<file path="config.mk">
export PLATFORM = sky130hd
export DESIGN_NAME = bubble_interval_detector_top_flat
export DESIGN_NICKNAME = d
export VERILOG_FILES = /design/src/hw/rtl/bid_pkg.sv /design/src/hw/rtl/bid_sample_if.sv /design/src/hw/rtl/bid_result_if.sv /design/src/hw/rtl/bid_regs.sv /design/src/hw/rtl/bid_ctrl.sv /design/src/hw/rtl/bid_dp.sv /design/src/hw/rtl/bubble_interval_detector_top.sv /design/src/flat_wrapper.sv
export SDC_FILE = /design/constraint.sdc
export NUM_CORES = 1
export LEC_CHECK = 0
export BUFFER_PORTS_ARGS = -buffer_cell sky130_fd_sc_hd__buf_2
export CAP_MARGIN = 20
export CORE_MARGIN = 5
export CORE_UTILIZATION = 55
export DETAILED_ROUTE_END_ITERATION = 10
export GPL_ROUTABILITY_DRIVEN = 0
export PLACE_DENSITY = 0.72
export SYNTH_ARGS = -nofsm -noshare
export SYNTH_HDL_FRONTEND = slang
export SYNTH_SLANG_ARGS = --single-unit
</file>
<file path="constraint.sdc">
create_clock -name clk -period 10.75 [get_ports clk]
set_input_delay 3.225 -clock clk [delete_from_list [all_inputs] [get_ports clk]]
set_output_delay 3.225 -clock clk [all_outputs]
set_load 0.005 [all_outputs]
</file>
<file path="src/hw/rtl/bid_pkg.sv">
package bid_pkg;

    localparam int SAMPLE_W = 10;
    localparam int TICK_W   = 16;
    localparam int HOLD_W   = 4;
    localparam int APB_AW   = 4;
    localparam int APB_DW   = 32;

    // register index, taken from paddr[3:2]
    typedef enum logic [1:0] {
        REG_ENABLE        = 2'd0,
        REG_DROP_THRESH   = 2'd1,
        REG_LONG_LIMIT    = 2'd2,
        REG_HOLDOFF_TICKS = 2'd3
    } reg_idx_t;

    localparam logic                RST_ENABLE        = 1'b1;
    localparam logic [SAMPLE_W-1:0] RST_DROP_THRESH   = 10'd30;
    localparam logic [TICK_W-1:0]   RST_LONG_LIMIT    = 16'd3000;
    localparam logic [HOLD_W-1:0]   RST_HOLDOFF_TICKS = 4'd10;

    typedef struct packed {
        logic                enable;
        logic [SAMPLE_W-1:0] drop_threshold;
        logic [TICK_W-1:0]   long_interval_limit;
        logic [HOLD_W-1:0]   holdoff_ticks;
    } cfg_t;

    typedef enum logic [3:0] {
        ST_IDLE,
        ST_WIN_SCAN,
        ST_WIN_DRAIN,
        ST_DETECT,
        ST_HIST_SCAN,
        ST_HIST_DRAIN,
        ST_DIV_LOAD,
        ST_EST,
        ST_OUTPUT
    } state_t;

    typedef struct packed {
        logic take;
        logic clr_pulse;
        logic win_rd;
        logic detect;
        logic hist_rd;
        logic div_load;
        logic est_load;
        logic out_load;
    } cmd_t;

    typedef struct packed {
        logic win_last;
        logic bubble;
        logic long_iv;
        logic hist_last;
        logic out_free;
    } status_t;

endpackage

</file>
<file path="src/hw/rtl/bid_sample_if.sv">
interface bid_sample_if import bid_pkg::*; ();
    logic                valid;
    logic                ready;
    logic [SAMPLE_W-1:0] sample;

    modport source (output valid, output sample, input ready);
    modport sink (input valid, input sample, output ready);
endinterface

</file>
<file path="src/hw/rtl/bid_result_if.sv">
interface bid_result_if import bid_pkg::*; ();
    logic              valid;
    logic              ready;
    logic [TICK_W-1:0] interval_estimate;
    logic              bubble_pulse;
    logic              indicator_on;

    modport source (output valid, output interval_estimate, output bubble_pulse,
                    output indicator_on, input ready);
    modport sink (input valid, input interval_estimate, input bubble_pulse,
                  input indicator_on, output ready);
endinterface

</file>
<file path="src/hw/rtl/bid_regs.sv">
module bid_regs import bid_pkg::*;
(
    input  logic              clk,
    input  logic              rst_n,
    input  logic              psel,
    input  logic              penable,
    input  logic              pwrite,
    input  logic [APB_AW-1:0] paddr,
    input  logic [APB_DW-1:0] pwdata,
    output logic [APB_DW-1:0] prdata,
    output logic              pready,
    output cfg_t              cfg
);

    cfg_t     cfg_reg;
    reg_idx_t idx;
    logic     wr_en;

    assign idx    = reg_idx_t'(paddr[3:2]);
    assign pready = 1'b1;
    assign wr_en  = psel && penable && pwrite;
    assign cfg    = cfg_reg;

    always_ff @(posedge clk or negedge rst_n)
    begin
        if (!rst_n)
        begin
            cfg_reg.enable              <= RST_ENABLE;
            cfg_reg.drop_threshold      <= RST_DROP_THRESH;
            cfg_reg.long_interval_limit <= RST_LONG_LIMIT;
            cfg_reg.holdoff_ticks       <= RST_HOLDOFF_TICKS;
        end
        else if (wr_en)
        begin
            unique case (idx)
                REG_ENABLE:        cfg_reg.enable              <= pwdata[0];
                REG_DROP_THRESH:   cfg_reg.drop_threshold      <= pwdata[SAMPLE_W-1:0];
                REG_LONG_LIMIT:    cfg_reg.long_interval_limit <= pwdata[TICK_W-1:0];
                REG_HOLDOFF_TICKS: cfg_reg.holdoff_ticks       <= pwdata[HOLD_W-1:0];
            endcase
        end
    end

    always_comb
    begin
        unique case (idx)
            REG_ENABLE:        prdata = APB_DW'(cfg_reg.enable);
            REG_DROP_THRESH:   prdata = APB_DW'(cfg_reg.drop_threshold);
            REG_LONG_LIMIT:    prdata = APB_DW'(cfg_reg.long_interval_limit);
            REG_HOLDOFF_TICKS: prdata = APB_DW'(cfg_reg.holdoff_ticks);
        endcase
    end

endmodule

</file>
<file path="src/hw/rtl/bid_ctrl.sv">
module bid_ctrl import bid_pkg::*;
(
    input  logic    clk,
    input  logic    rst_n,
    input  logic    in_valid,
    output logic    in_ready,
    input  logic    enable,
    input  status_t status,
    output cmd_t    cmd
);

    state_t state_reg;
    state_t state_next;

    always_ff @(posedge clk or negedge rst_n)
    begin
        if (!rst_n)
        begin
            state_reg <= ST_IDLE;
        end
        else
        begin
            state_reg <= state_next;
        end
    end

    always_comb
    begin
        state_next = state_reg;
        cmd        = '0;
        in_ready   = 1'b0;
        unique case (state_reg)
            ST_IDLE:
            begin
                in_ready = 1'b1;
                if (in_valid)
                begin
                    cmd.clr_pulse = 1'b1;
                    if (enable)
                    begin
                        cmd.take   = 1'b1;
                        state_next = ST_WIN_SCAN;
                    end
                    else
                    begin
                        state_next = ST_OUTPUT;
                    end
                end
            end
            ST_WIN_SCAN:
            begin
                cmd.win_rd = 1'b1;
                if (status.win_last)
                begin
                    state_next = ST_WIN_DRAIN;
                end
            end
            ST_WIN_DRAIN:
            begin
                state_next = ST_DETECT;
            end
            ST_DETECT:
            begin
                cmd.detect = 1'b1;
                if (status.bubble && !status.long_iv)
                begin
                    state_next = ST_HIST_SCAN;
                end
                else
                begin
                    state_next = ST_OUTPUT;
                end
            end
            ST_HIST_SCAN:
            begin
                cmd.hist_rd = 1'b1;
                if (status.hist_last)
                begin
                    state_next = ST_HIST_DRAIN;
                end
            end
            ST_HIST_DRAIN:
            begin
                state_next = ST_DIV_LOAD;
            end
            ST_DIV_LOAD:
            begin
                cmd.div_load = 1'b1;
                state_next   = ST_EST;
            end
            ST_EST:
            begin
                cmd.est_load = 1'b1;
                state_next   = ST_OUTPUT;
            end
            ST_OUTPUT:
            begin
                if (status.out_free)
                begin
                    cmd.out_load = 1'b1;
                    state_next   = ST_IDLE;
                end
            end
            default:
            begin
                state_next = ST_IDLE;
            end
        endcase
    end

endmodule

</file>
<file path="src/hw/rtl/bid_dp.sv">
module bid_dp import bid_pkg::*;
#(
    parameter int WINDOW_LEN  = 20,
    parameter int HISTORY_LEN = 10
)
(
    input  logic                clk,
    input  logic                rst_n,
    input  cfg_t                cfg,
    input  cmd_t                cmd,
    output status_t             status,
    input  logic [SAMPLE_W-1:0] sample,
    output logic                out_valid,
    input  logic                out_ready,
    output logic [TICK_W-1:0]   interval_estimate,
    output logic                bubble_pulse,
    output logic                indicator_on
);

    localparam int WIW = $clog2(WINDOW_LEN);
    localparam int WFW = $clog2(WINDOW_LEN + 1);
    localparam int HIW = (HISTORY_LEN > 1) ? $clog2(HISTORY_LEN) : 1;
    localparam int HFW = $clog2(HISTORY_LEN + 1);
    // sum / HISTORY_LEN == (sum * RECIP) >> RSH for every 16-bit sum
    localparam int RSH = TICK_W + $clog2(HISTORY_LEN);
    localparam int PW  = RSH + TICK_W;
    localparam logic [TICK_W:0] RECIP =
        (TICK_W + 1)'(((64'd1 << RSH) + 64'(HISTORY_LEN) - 64'd1) / 64'(HISTORY_LEN));

    logic [SAMPLE_W-1:0] win_mem [WINDOW_LEN];
    logic [TICK_W-1:0]   hist_mem [HISTORY_LEN];

    logic [WIW-1:0]      wpos_reg;
    logic [WFW-1:0]      wfill_reg;
    logic [WIW-1:0]      widx_reg;
    logic                wtake_reg;
    logic [SAMPLE_W-1:0] wq_reg;
    logic [SAMPLE_W-1:0] max_reg;
    logic [SAMPLE_W-1:0] sample_reg;

    logic [HIW-1:0]      hpos_reg;
    logic [HFW-1:0]      hfill_reg;
    logic [HIW-1:0]      hidx_reg;
    logic                htake_reg;
    logic [TICK_W-1:0]   hq_reg;
    logic [TICK_W-1:0]   sum_reg;

    logic [PW-1:0]       prod_reg;

    logic [TICK_W-1:0]   tick_reg;
    logic [TICK_W-1:0]   last_reg;
    logic                edge_active_reg;
    logic [HOLD_W-1:0]   holdoff_reg;
    logic [TICK_W-1:0]   est_reg;
    logic                pulse_reg;
    logic                out_valid_reg;
    logic [TICK_W-1:0]   out_est_reg;
    logic                out_pulse_reg;
    logic                out_ind_reg;

    logic [SAMPLE_W:0]   drop_sum;
    logic                bubble;
    logic [TICK_W-1:0]   iv;
    logic                ea_now;
    logic [HOLD_W:0]     hold_inc;

    // s < max - threshold with max >= threshold, without a negative difference
    assign drop_sum = {1'b0, sample_reg} + {1'b0, cfg.drop_threshold};
    assign bubble   = (drop_sum < {1'b0, max_reg}) && !edge_active_reg;
    assign iv       = tick_reg - last_reg;
    assign ea_now   = edge_active_reg || bubble;
    assign hold_inc = {1'b0, holdoff_reg} + (HOLD_W + 1)'(1);

    assign status.win_last  = widx_reg == WIW'(WINDOW_LEN - 1);
    assign status.hist_last = hidx_reg == HIW'(HISTORY_LEN - 1);
    assign status.bubble    = bubble;
    assign status.long_iv   = iv > cfg.long_interval_limit;
    assign status.out_free  = !out_valid_reg || out_ready;

    assign out_valid         = out_valid_reg;
    assign interval_estimate = out_est_reg;
    assign bubble_pulse      = out_pulse_reg;
    assign indicator_on      = out_ind_reg;

    always_ff @(posedge clk)
    begin
        if (cmd.take)
        begin
            win_mem[wpos_reg] <= sample;
        end
        wq_reg <= win_mem[widx_reg];
    end

    always_ff @(posedge clk)
    begin
        if (cmd.detect && bubble)
        begin
            hist_mem[hpos_reg] <= iv;
        end
        hq_reg <= hist_mem[hidx_reg];
    end

    always_ff @(posedge clk)
    begin
        if (cmd.take)
        begin
            sample_reg <= sample;
            max_reg    <= '0;
        end
        else if (wtake_reg && (wq_reg > max_reg))
        begin
            max_reg <= wq_reg;
        end

        if (cmd.detect)
        begin
            sum_reg <= '0;
        end
        else if (htake_reg)
        begin
            sum_reg <= sum_reg + hq_reg;
        end

        if (cmd.div_load)
        begin
            prod_reg <= PW'(sum_reg) * PW'(RECIP);
        end

        if (cmd.out_load)
        begin
            out_est_reg   <= est_reg;
            out_pulse_reg <= pulse_reg;
            out_ind_reg   <= edge_active_reg;
        end
    end

    always_ff @(posedge clk or negedge rst_n)
    begin
        if (!rst_n)
        begin
            wpos_reg        <= '0;
            wfill_reg       <= '0;
            widx_reg        <= '0;
            wtake_reg       <= 1'b0;
            hpos_reg        <= '0;
            hfill_reg       <= '0;
            hidx_reg        <= '0;
            htake_reg       <= 1'b0;
            tick_reg        <= '0;
            last_reg        <= '0;
            edge_active_reg <= 1'b0;
            holdoff_reg     <= '0;
            est_reg         <= '0;
            pulse_reg       <= 1'b0;
            out_valid_reg   <= 1'b0;
        end
        else
        begin
            wtake_reg <= cmd.win_rd && (WFW'(widx_reg) < wfill_reg);
            htake_reg <= cmd.hist_rd && (HFW'(hidx_reg) < hfill_reg);

            if (cmd.clr_pulse)
            begin
                pulse_reg <= 1'b0;
            end

            if (cmd.take)
            begin
                wpos_reg <= (wpos_reg == WIW'(WINDOW_LEN - 1)) ? '0 : wpos_reg + 1'b1;
                if (wfill_reg != WFW'(WINDOW_LEN))
                begin
                    wfill_reg <= wfill_reg + 1'b1;
                end
                tick_reg <= tick_reg + 1'b1;
                widx_reg <= '0;
            end
            else if (cmd.win_rd)
            begin
                widx_reg <= widx_reg + 1'b1;
            end

            if (cmd.detect)
            begin
                hidx_reg <= '0;
                if (bubble)
                begin
                    pulse_reg <= 1'b1;
                    last_reg  <= tick_reg;
                    hpos_reg  <= (hpos_reg == HIW'(HISTORY_LEN - 1)) ? '0 : hpos_reg + 1'b1;
                    if (hfill_reg != HFW'(HISTORY_LEN))
                    begin
                        hfill_reg <= hfill_reg + 1'b1;
                    end
                    if (iv > cfg.long_interval_limit)
                    begin
                        est_reg <= iv;
                    end
                end
                // holdoff advances on the detection tick as well
                if (ea_now)
                begin
                    if (hold_inc > {1'b0, cfg.holdoff_ticks})
                    begin
                        edge_active_reg <= 1'b0;
                        holdoff_reg     <= '0;
                    end
                    else
                    begin
                        edge_active_reg <= 1'b1;
                        holdoff_reg     <= hold_inc[HOLD_W-1:0];
                    end
                end
            end
            else if (cmd.hist_rd)
            begin
                hidx_reg <= hidx_reg + 1'b1;
            end

            if (cmd.est_load)
            begin
                est_reg <= prod_reg[RSH +: TICK_W];
            end

            if (cmd.out_load)
            begin
                out_valid_reg <= 1'b1;
            end
            else if (out_ready)
            begin
                out_valid_reg <= 1'b0;
            end
        end
    end

endmodule

</file>
<file path="src/hw/rtl/bubble_interval_detector_top.sv">
// one result per sample, registered after the window max scan, the bubble detection and, when a
// bubble needs the history average, the history sum, the division and the estimate load; while
// disabled the result is loaded without those steps
// a new sample is taken only once the previous result is loaded: the window max scan
// and the history sum read one entry per cycle; a result still held stalls this further
// rst_n clears all control state and loads the register defaults; the memories are not cleared
module bubble_interval_detector_top import bid_pkg::*;
#(
    parameter int WINDOW_LEN  = 20,
    parameter int HISTORY_LEN = 10
)
(
    input  logic              clk,
    input  logic              rst_n,
    bid_sample_if.sink        sample_stream,
    bid_result_if.source      result_stream,
    input  logic              psel,
    input  logic              penable,
    input  logic              pwrite,
    input  logic [APB_AW-1:0] paddr,
    input  logic [APB_DW-1:0] pwdata,
    output logic [APB_DW-1:0] prdata,
    output logic              pready
);

    cfg_t    cfg;
    cmd_t    cmd;
    status_t status;

    bid_regs u_regs (
        .clk     (clk),
        .rst_n   (rst_n),
        .psel    (psel),
        .penable (penable),
        .pwrite  (pwrite),
        .paddr   (paddr),
        .pwdata  (pwdata),
        .prdata  (prdata),
        .pready  (pready),
        .cfg     (cfg)
    );

    bid_ctrl u_ctrl (
        .clk      (clk),
        .rst_n    (rst_n),
        .in_valid (sample_stream.valid),
        .in_ready (sample_stream.ready),
        .enable   (cfg.enable),
        .status   (status),
        .cmd      (cmd)
    );

    bid_dp #(
        .WINDOW_LEN  (WINDOW_LEN),
        .HISTORY_LEN (HISTORY_LEN)
    ) u_dp (
        .clk               (clk),
        .rst_n             (rst_n),
        .cfg               (cfg),
        .cmd               (cmd),
        .status            (status),
        .sample            (sample_stream.sample),
        .out_valid         (result_stream.valid),
        .out_ready         (result_stream.ready),
        .interval_estimate (result_stream.interval_estimate),
        .bubble_pulse      (result_stream.bubble_pulse),
        .indicator_on      (result_stream.indicator_on)
    );

    // after a transfer the controller is busy with that sample
    assert property (@(posedge clk) disable iff (!rst_n)
        sample_stream.valid && sample_stream.ready |=> !sample_stream.ready)
        else $error("sample taken while previous one still in progress");

    // a held result is never overwritten
    assert property (@(posedge clk) disable iff (!rst_n)
        cmd.out_load |-> (!result_stream.valid || result_stream.ready))
        else $error("output register overwritten before transfer");

    assert property (@(posedge clk) disable iff (!rst_n)
        $onehot0({cmd.take, cmd.win_rd, cmd.detect, cmd.hist_rd, cmd.div_load,
                  cmd.est_load, cmd.out_load}))
        else $error("conflicting datapath commands");

endmodule
</file>
<file path="src/flat_wrapper.sv">
// flat-port wrapper written by rule: the top's interface ports become plain ports
module bubble_interval_detector_top_flat import bid_pkg::*;
#(
    parameter int WINDOW_LEN  = 20,
    parameter int HISTORY_LEN = 10
)
  (clk, rst_n, psel, penable, pwrite, paddr, pwdata, prdata, pready, sample_stream_valid, sample_stream_sample, sample_stream_ready, result_stream_valid, result_stream_interval_estimate, result_stream_bubble_pulse, result_stream_indicator_on, result_stream_ready);
  bid_sample_if sample_stream_i ();
  bid_result_if result_stream_i ();
  input  logic clk;
  input  logic rst_n;
  input  logic psel;
  input  logic penable;
  input  logic pwrite;
  input  logic [APB_AW-1:0] paddr;
  input  logic [APB_DW-1:0] pwdata;
  output logic [APB_DW-1:0] prdata;
  output logic pready;
  input wire logic [$bits(sample_stream_i.valid)-1:0] sample_stream_valid;
  input wire logic [$bits(sample_stream_i.sample)-1:0] sample_stream_sample;
  output wire logic [$bits(sample_stream_i.ready)-1:0] sample_stream_ready;
  output wire logic [$bits(result_stream_i.valid)-1:0] result_stream_valid;
  output wire logic [$bits(result_stream_i.interval_estimate)-1:0] result_stream_interval_estimate;
  output wire logic [$bits(result_stream_i.bubble_pulse)-1:0] result_stream_bubble_pulse;
  output wire logic [$bits(result_stream_i.indicator_on)-1:0] result_stream_indicator_on;
  input wire logic [$bits(result_stream_i.ready)-1:0] result_stream_ready;
  assign sample_stream_i.valid = sample_stream_valid;
  assign sample_stream_i.sample = sample_stream_sample;
  assign sample_stream_ready = sample_stream_i.ready;
  assign result_stream_valid = result_stream_i.valid;
  assign result_stream_interval_estimate = result_stream_i.interval_estimate;
  assign result_stream_bubble_pulse = result_stream_i.bubble_pulse;
  assign result_stream_indicator_on = result_stream_i.indicator_on;
  assign result_stream_i.ready = result_stream_ready;
  bubble_interval_detector_top #(.WINDOW_LEN(WINDOW_LEN), .HISTORY_LEN(HISTORY_LEN)) u_core (.clk(clk), .rst_n(rst_n), .sample_stream(sample_stream_i), .result_stream(result_stream_i), .psel(psel), .penable(penable), .pwrite(pwrite), .paddr(paddr), .pwdata(pwdata), .prdata(prdata), .pready(pready));
endmodule
</file>
After elaboration in Yosys (flattened, before gate mapping)
Memory sizes are Yosys's and may differ from the RTL's. A register that Yosys moved wholly into a read port is not among the register bits. Cells that the tools add are included.

Register bits: 205. Memory bits (writable): 360. Input bits: 53. Output and inout bits: 53. Word-level logic and storage cells: 139. Memories: 2.

Add/sub/neg operators: 11. $mul: 1. Magnitude comparators: 6. Eq/ne operators: 21. Mux-type cells: 40. Reductions and logical operators: 31.

Memory list: u_core.u_dp.win_mem (depth 20, width 10, read ports 1, clocked after Yosys merged registers in 1, wr ports 1, line bid_dp.sv:30) `logic [SAMPLE_W-1:0] win_mem [WINDOW_LEN];`; u_core.u_dp.hist_mem (depth 10, width 16, read ports 1, clocked after Yosys merged registers in 1, wr ports 1, line bid_dp.sv:31) `logic [TICK_W-1:0] hist_mem [HISTORY_LEN];`.

Operator list (number): 32-bit case mux with 4 select lines (1); 16-bit 2-to-1 mux (4); 4-bit 2-to-1 mux (10); 4-bit case mux with 9 select lines (1); 16-bit by 16-bit multiplier with 32-bit output, second input constant (1); 1-bit 2-to-1 mux (19); 16-bit by 1-bit adder with 16-bit output, second input constant (1); 16-bit adder (1); 4-bit by 3-bit equality test with 1-bit output, second input constant (4); 16-bit > comparator (1); 16-bit subtractor (1); 5-bit by 1-bit adder with 5-bit output, second input constant (3); 5-bit 2-to-1 mux (3); 2-bit AND reduction (7); 4-bit by 1-bit adder with 4-bit output, second input constant (3); 4-bit equality test, second input constant (3); 2-bit nonzero test (6); 10-bit by 10-bit adder with 11-bit output (1); 11-bit by 10-bit < comparator with 1-bit output (1); 5-bit equality test, second input constant (2); 10-bit > comparator (1); 4-bit by 2-bit equality test with 1-bit output, second input constant (2); 1-bit logical AND (8); 2-bit by 1-bit != test with 1-bit output, second input constant (3); 17 further kinds (23).

Longest topological paths before layout
Depth after elaboration: 6. Gate-level depth with buffers: 21. Gate-level depth less buffers: 21.

Hierarchy
A second synthesis with hierarchy kept.

Cells, all modules: 2117. Area, all modules: 29458.3 µm².

By module, submodules not included: bid_dp (times used 1, cells each 1962, area each 27498.9 µm², seq. area each 15184.6 µm²); bid_regs (times used 1, cells each 114, area each 1611.5 µm², seq. area each 793.3 µm²); bid_ctrl (times used 1, cells each 41, area each 347.8 µm², seq. area each 100.1 µm²).

Worst setup path after synthesis
No wires, ideal clock.

Kind: in2out. From: in paddr[2]. To: out prdata[6]. Data arrival time: 4115 ps. Required time: 7525 ps. Slack: 3410 ps. Stages: 4. Buffers on the path: 2. Path through: clkbuf_1 nor2b_1 clkbuf_1 a22o_1.

Cells in the longest elaborated chain, start to end: 2. Elaborated cells on any way between the ends: 5. Classes of those cells: 3 x eq/ne; 1 x mux; 1 x reduce/logical.

Ends and longest elaborated chain: start: declaration (line flat_wrapper.sv:15) `input logic [APB_AW-1:0] paddr;`; 2-bit equality test, or another cell as far along (line bid_regs.sv:46) `unique case (idx)`; 32-bit case mux with 4 select lines * (line bid_regs.sv:46); end: declaration (line flat_wrapper.sv:17) `output logic [APB_DW-1:0] prdata;`.

Mark *: on every way between the ends. The rest lies on a longest branch, timed or not. The select of a mux whose other input is x is not followed.

Worst setup path in the final report
From: in paddr[3]. To: out prdata[1].

Same word-level chain as after synthesis.

==> impl_metrics.py <==
metrics = {
    "outcome": {
        "outcome": "completed",
    },
    "worst_setup_path": {
        "rr_worst_depth": 17,
        "cpPeakStageDelay_ns": 0.75,
        "path_cells": "buf_2 > nor2b_1 > a22o_1 > buf_2",
        "cpLargestDelayFamily": "simple AND/OR/NAND/NOR gates",
        "end_kind": "primary output",
        "path_common_cell": "buf_2",
        "reg2reg_from": "u_core.u_dp.sum_reg[8]$_SDFFE_PP0P_",
        "worst_setup_path_start_kind": "primary input",
        "cp_num_buf_inv": 2,
        "slowest_stage": "nor2b_1",
        "cp.required_ns": 7.53,
        "r2r_setup_slack_ns": 4.43,
        "crit_fanout": 15,
        "critPathArrivalTime_ns": 4.56,
        "critical_path_class": "in -> out",
        "timing.rr.end": "u_core.u_dp.prod_reg[32]$_DFFE_PP_",
    },
    "timing": {
        "setup_tns_ns": 0,
        "drv_slew": 0,
        "finalCritPeriodShare_pct": 72.4,
        "clock.fmax_ghz": 0.129,
        "rsz0062_at_grt": "no",
        "worst_slew_pin_slew_ns": 1.12,
        "finalSetupViolCount": 0,
        "hold_ws_ns": 0.461,
        "fin_worst_skew_ns": 0.0234,
        "hold_violations": 0,
        "fin_crit_ns": 7.78,
        "relSlewSlack_pct": 25.3,
    },
    "floorplan": {
        "fp.dieW_um": 241,
        "rows": 84,
        "start_util_pct": 55.6,
        "fp.dieH_um": 241,
        "io_pins": 106,
        "die_area_mm2": 0.0580,
        "core_mm2": 0.0527,
    },
    "global_routing": {
        "grt_max_degree": 54,
        "grt-ovfl-total": 0,
        "grt_pass1_wl_um": 96900,
        "antenna_found_initial": 1,
        "grt_use_total_pct": 21.5,
        "grt_pass1_vias": 17530,
    },
    "cts": {
        "clock_sinks": 572,
        "path_clk_slew_ns": 0.06,
        "cts_tree": "yes",
        "clock_path_buffers": 3,
        "htree_levels": 2,
        "post_cts_buffers": 0,
        "root_buffer": "clkbuf_16",
        "ctsHoldBuffers": 0,
        "clk_latency_ns": 0.62,
        "cts_buffers": 55,
        "post_cts_resized": 0,
    },
    "synth": {
        "avgSynthCellArea_um2": 13.8,
        "async_flop_share_pct": 20.8,
        "ys_top_cells_by_count": "edfxtp_1 (401), inv_1 (254), ha_1 (230)",
        "ys_ff_latch": 572,
        "yosysMostFrequentCell": "edfxtp_1",
        "syn-cell-area_mm2": 0.0293,
        "syn_inst": 2122,
        "synth_edf_count": 401,
        "synth-seq-area-share_pct": 54.9,
        "synth-main-ff-cell": "edfxtp_1",
        "synth_top_cell_by_area": "edfxtp_1",
        "synth_top_area_share_pct": 41.1,
        "synth.distinct_cells": 83,
        "yosysWarnings": 0,
        "netlist_top_cells_area": "edfxtp_1 (41%), ha_1 (9.8%), dfrtp_1 (9.0%), mux4_2 (7.1%), fa_1 (5.6%)",
    },
    "power_and_ir_drop": {
        "vdd_drop_max_mv": 0.168,
        "p_per_area_mw_per_mm2": 310,
        "leakage_nw": 13.4,
    },
    "final_layout": {
        "diodes": 0,
        "area_growth_pct": 10.5,
        "stdcell_area_mm2": 0.0324,
        "fill_cells": 3881,
        "largest_register_ffs": 200,
        "fin_nets": 2585,
        "postLayoutCoreUtil_pct": 61.5,
        "finalNonFillerCells": 2955,
        "layout-drive-gt1-share_pct": 16.4,
    },
    "hold_path": {
        "hp-start": "u_core.u_dp.est_reg[9]$_DFFE_PN0P_",
        "hold_class": "reg -> reg",
        "holdPathEnd": "u_core.u_dp.interval_estimate[9]$_DFFE_PP_",
        "hold_depth": 0,
    },
    "drt": {
        "drt_wl_total_um": 61200,
        "drt_iter0_drc": 1136,
        "ant_nets": 0,
        "drc": 0,
        "vias": 16742,
        "dr.pass1.iters": 6,
        "wl_per_cell_um": 20.7,
        "viasPerCell": 5.67,
    },
    "placed_design": {
        "place_inst": 2848,
        "io_buffers": 70,
        "placed_cell_area_mm2": 0.0305,
        "dp_hpwl_um": 42300,
    },
    "flow_run": {
        "drv_cap": 0,
    },
}
logic make-up (layout without fill, tap and decap cells):
| group | after synthesis | in the layout | synth area share [%] |
|---|---|---|---|
| xor gates and xnor gates | 86 | 86 | 2.57 |
| AOI/OAI and AO/OA | 286 | 286 | 6.58 |
| muxes | 156 | 156 | 9.42 |
| adders and majority gates | 312 | 312 | 15.4 |
| buffers and inverters | 334 | 464 | 4.66 |
| DFF | 572 | 572 | 54.9 |
| and+or+nand+nor | 374 | 374 | 6.42 |
| other | 2 | 17 | 0.0256 |
stage by stage:
step | total power [mW] | setup WS, ns
final | 10.0 | 2.97
after global routing | 10.9 | 2.83
after CTS | 10.1 | 3.00
after detailed placement | 8.09 | 3.00
after global placement | 7.92 | 3.07
after floorplan | 6.61 | 3.41
worst max path at each step:
stage	end	depth (start not counted)	start	slack, ns
after detailed placement	prdata[1]	4	paddr[3]	3.00
after global placement	prdata[2]	4	paddr[3]	3.07
after CTS	prdata[1]	4	paddr[3]	3.00
after global routing	prdata[1]	4	paddr[3]	2.83
final	prdata[1]	4	paddr[3]	2.97
after floorplan	prdata[6]	4	paddr[2]	3.41
cells in the final DEF, fill, tap and decap left out, types with 17 or more instances in the layout:
| cell type | instances |
|---|---|
| edfxtp_1 | 401 |
| inv_1 | 254 |
| ha_1 | 230 |
| nand2_1 | 107 |
| dfrtp_1 | 102 |
| mux4_2 | 93 |
| nor2_1 | 90 |
| fa_1 | 82 |
| a21oi_1 | 73 |
| buf_2 | 69 |
| o21ai_0 | 64 |
| xnor2_1 | 61 |
| clkbuf_16 | 57 |
| dfxtp_1 | 52 |
| mux2i_1 | 35 |
| buf_4 | 35 |
| nor2b_1 | 34 |
| a21o_1 | 31 |
| mux2_2 | 28 |
| xor2_1 | 23 |
| a211oi_1 | 22 |
| nand3_1 | 21 |
| and2_1 | 19 |
| nor3_1 | 18 |
| conb_1 | 17 |
per-layer routing:
metal  GRT usage [%]  part of all wire, %  vias up
met3            3.05                  4.6      105
li1                -                    -     7828
met2            37.4                   51      416
met5               0                0.021        -
met4            6.50                  2.9        2
met1            28.6                   42     8391
power by group:
part	internal, mW	leakage, nW	switching, mW
clock	1.15	0.929	0.845
combinational	2.00	6.83	2.75
sequential	2.91	5.59	0.371
total	6.07	13.4	3.96
worst register-to-register path: cells and delay by family (launching register included):
| family | cells | cell delay, ns |
|---|---|---|
| DFF | 1 | 0.45 |
| AOI/OAI and AO/OA | 7 | 1.87 |
| buffers and inverters | 2 | 0.16 |
| adders and majority gates | 7 | 3.46 |
| xor gates and xnor gates | 1 | 0.10 |
final cells by class:
| class | instances | area, um^2 | share of cell area, % |
|---|---|---|---|
| clock buffer | 68 | 1520 | 4.68 |
| clock inverter | 36 | 379 | 1.17 |
| inverter | 255 | 957 | 2.96 |
| multi-input combinational | 1231 | 12000 | 36.9 |
| sequential | 572 | 16100 | 49.7 |
| tap | 688 | 861 | 2.66 |
| timing repair buffer | 105 | 623 | 1.92 |
(Power assumes the default switching activity.)
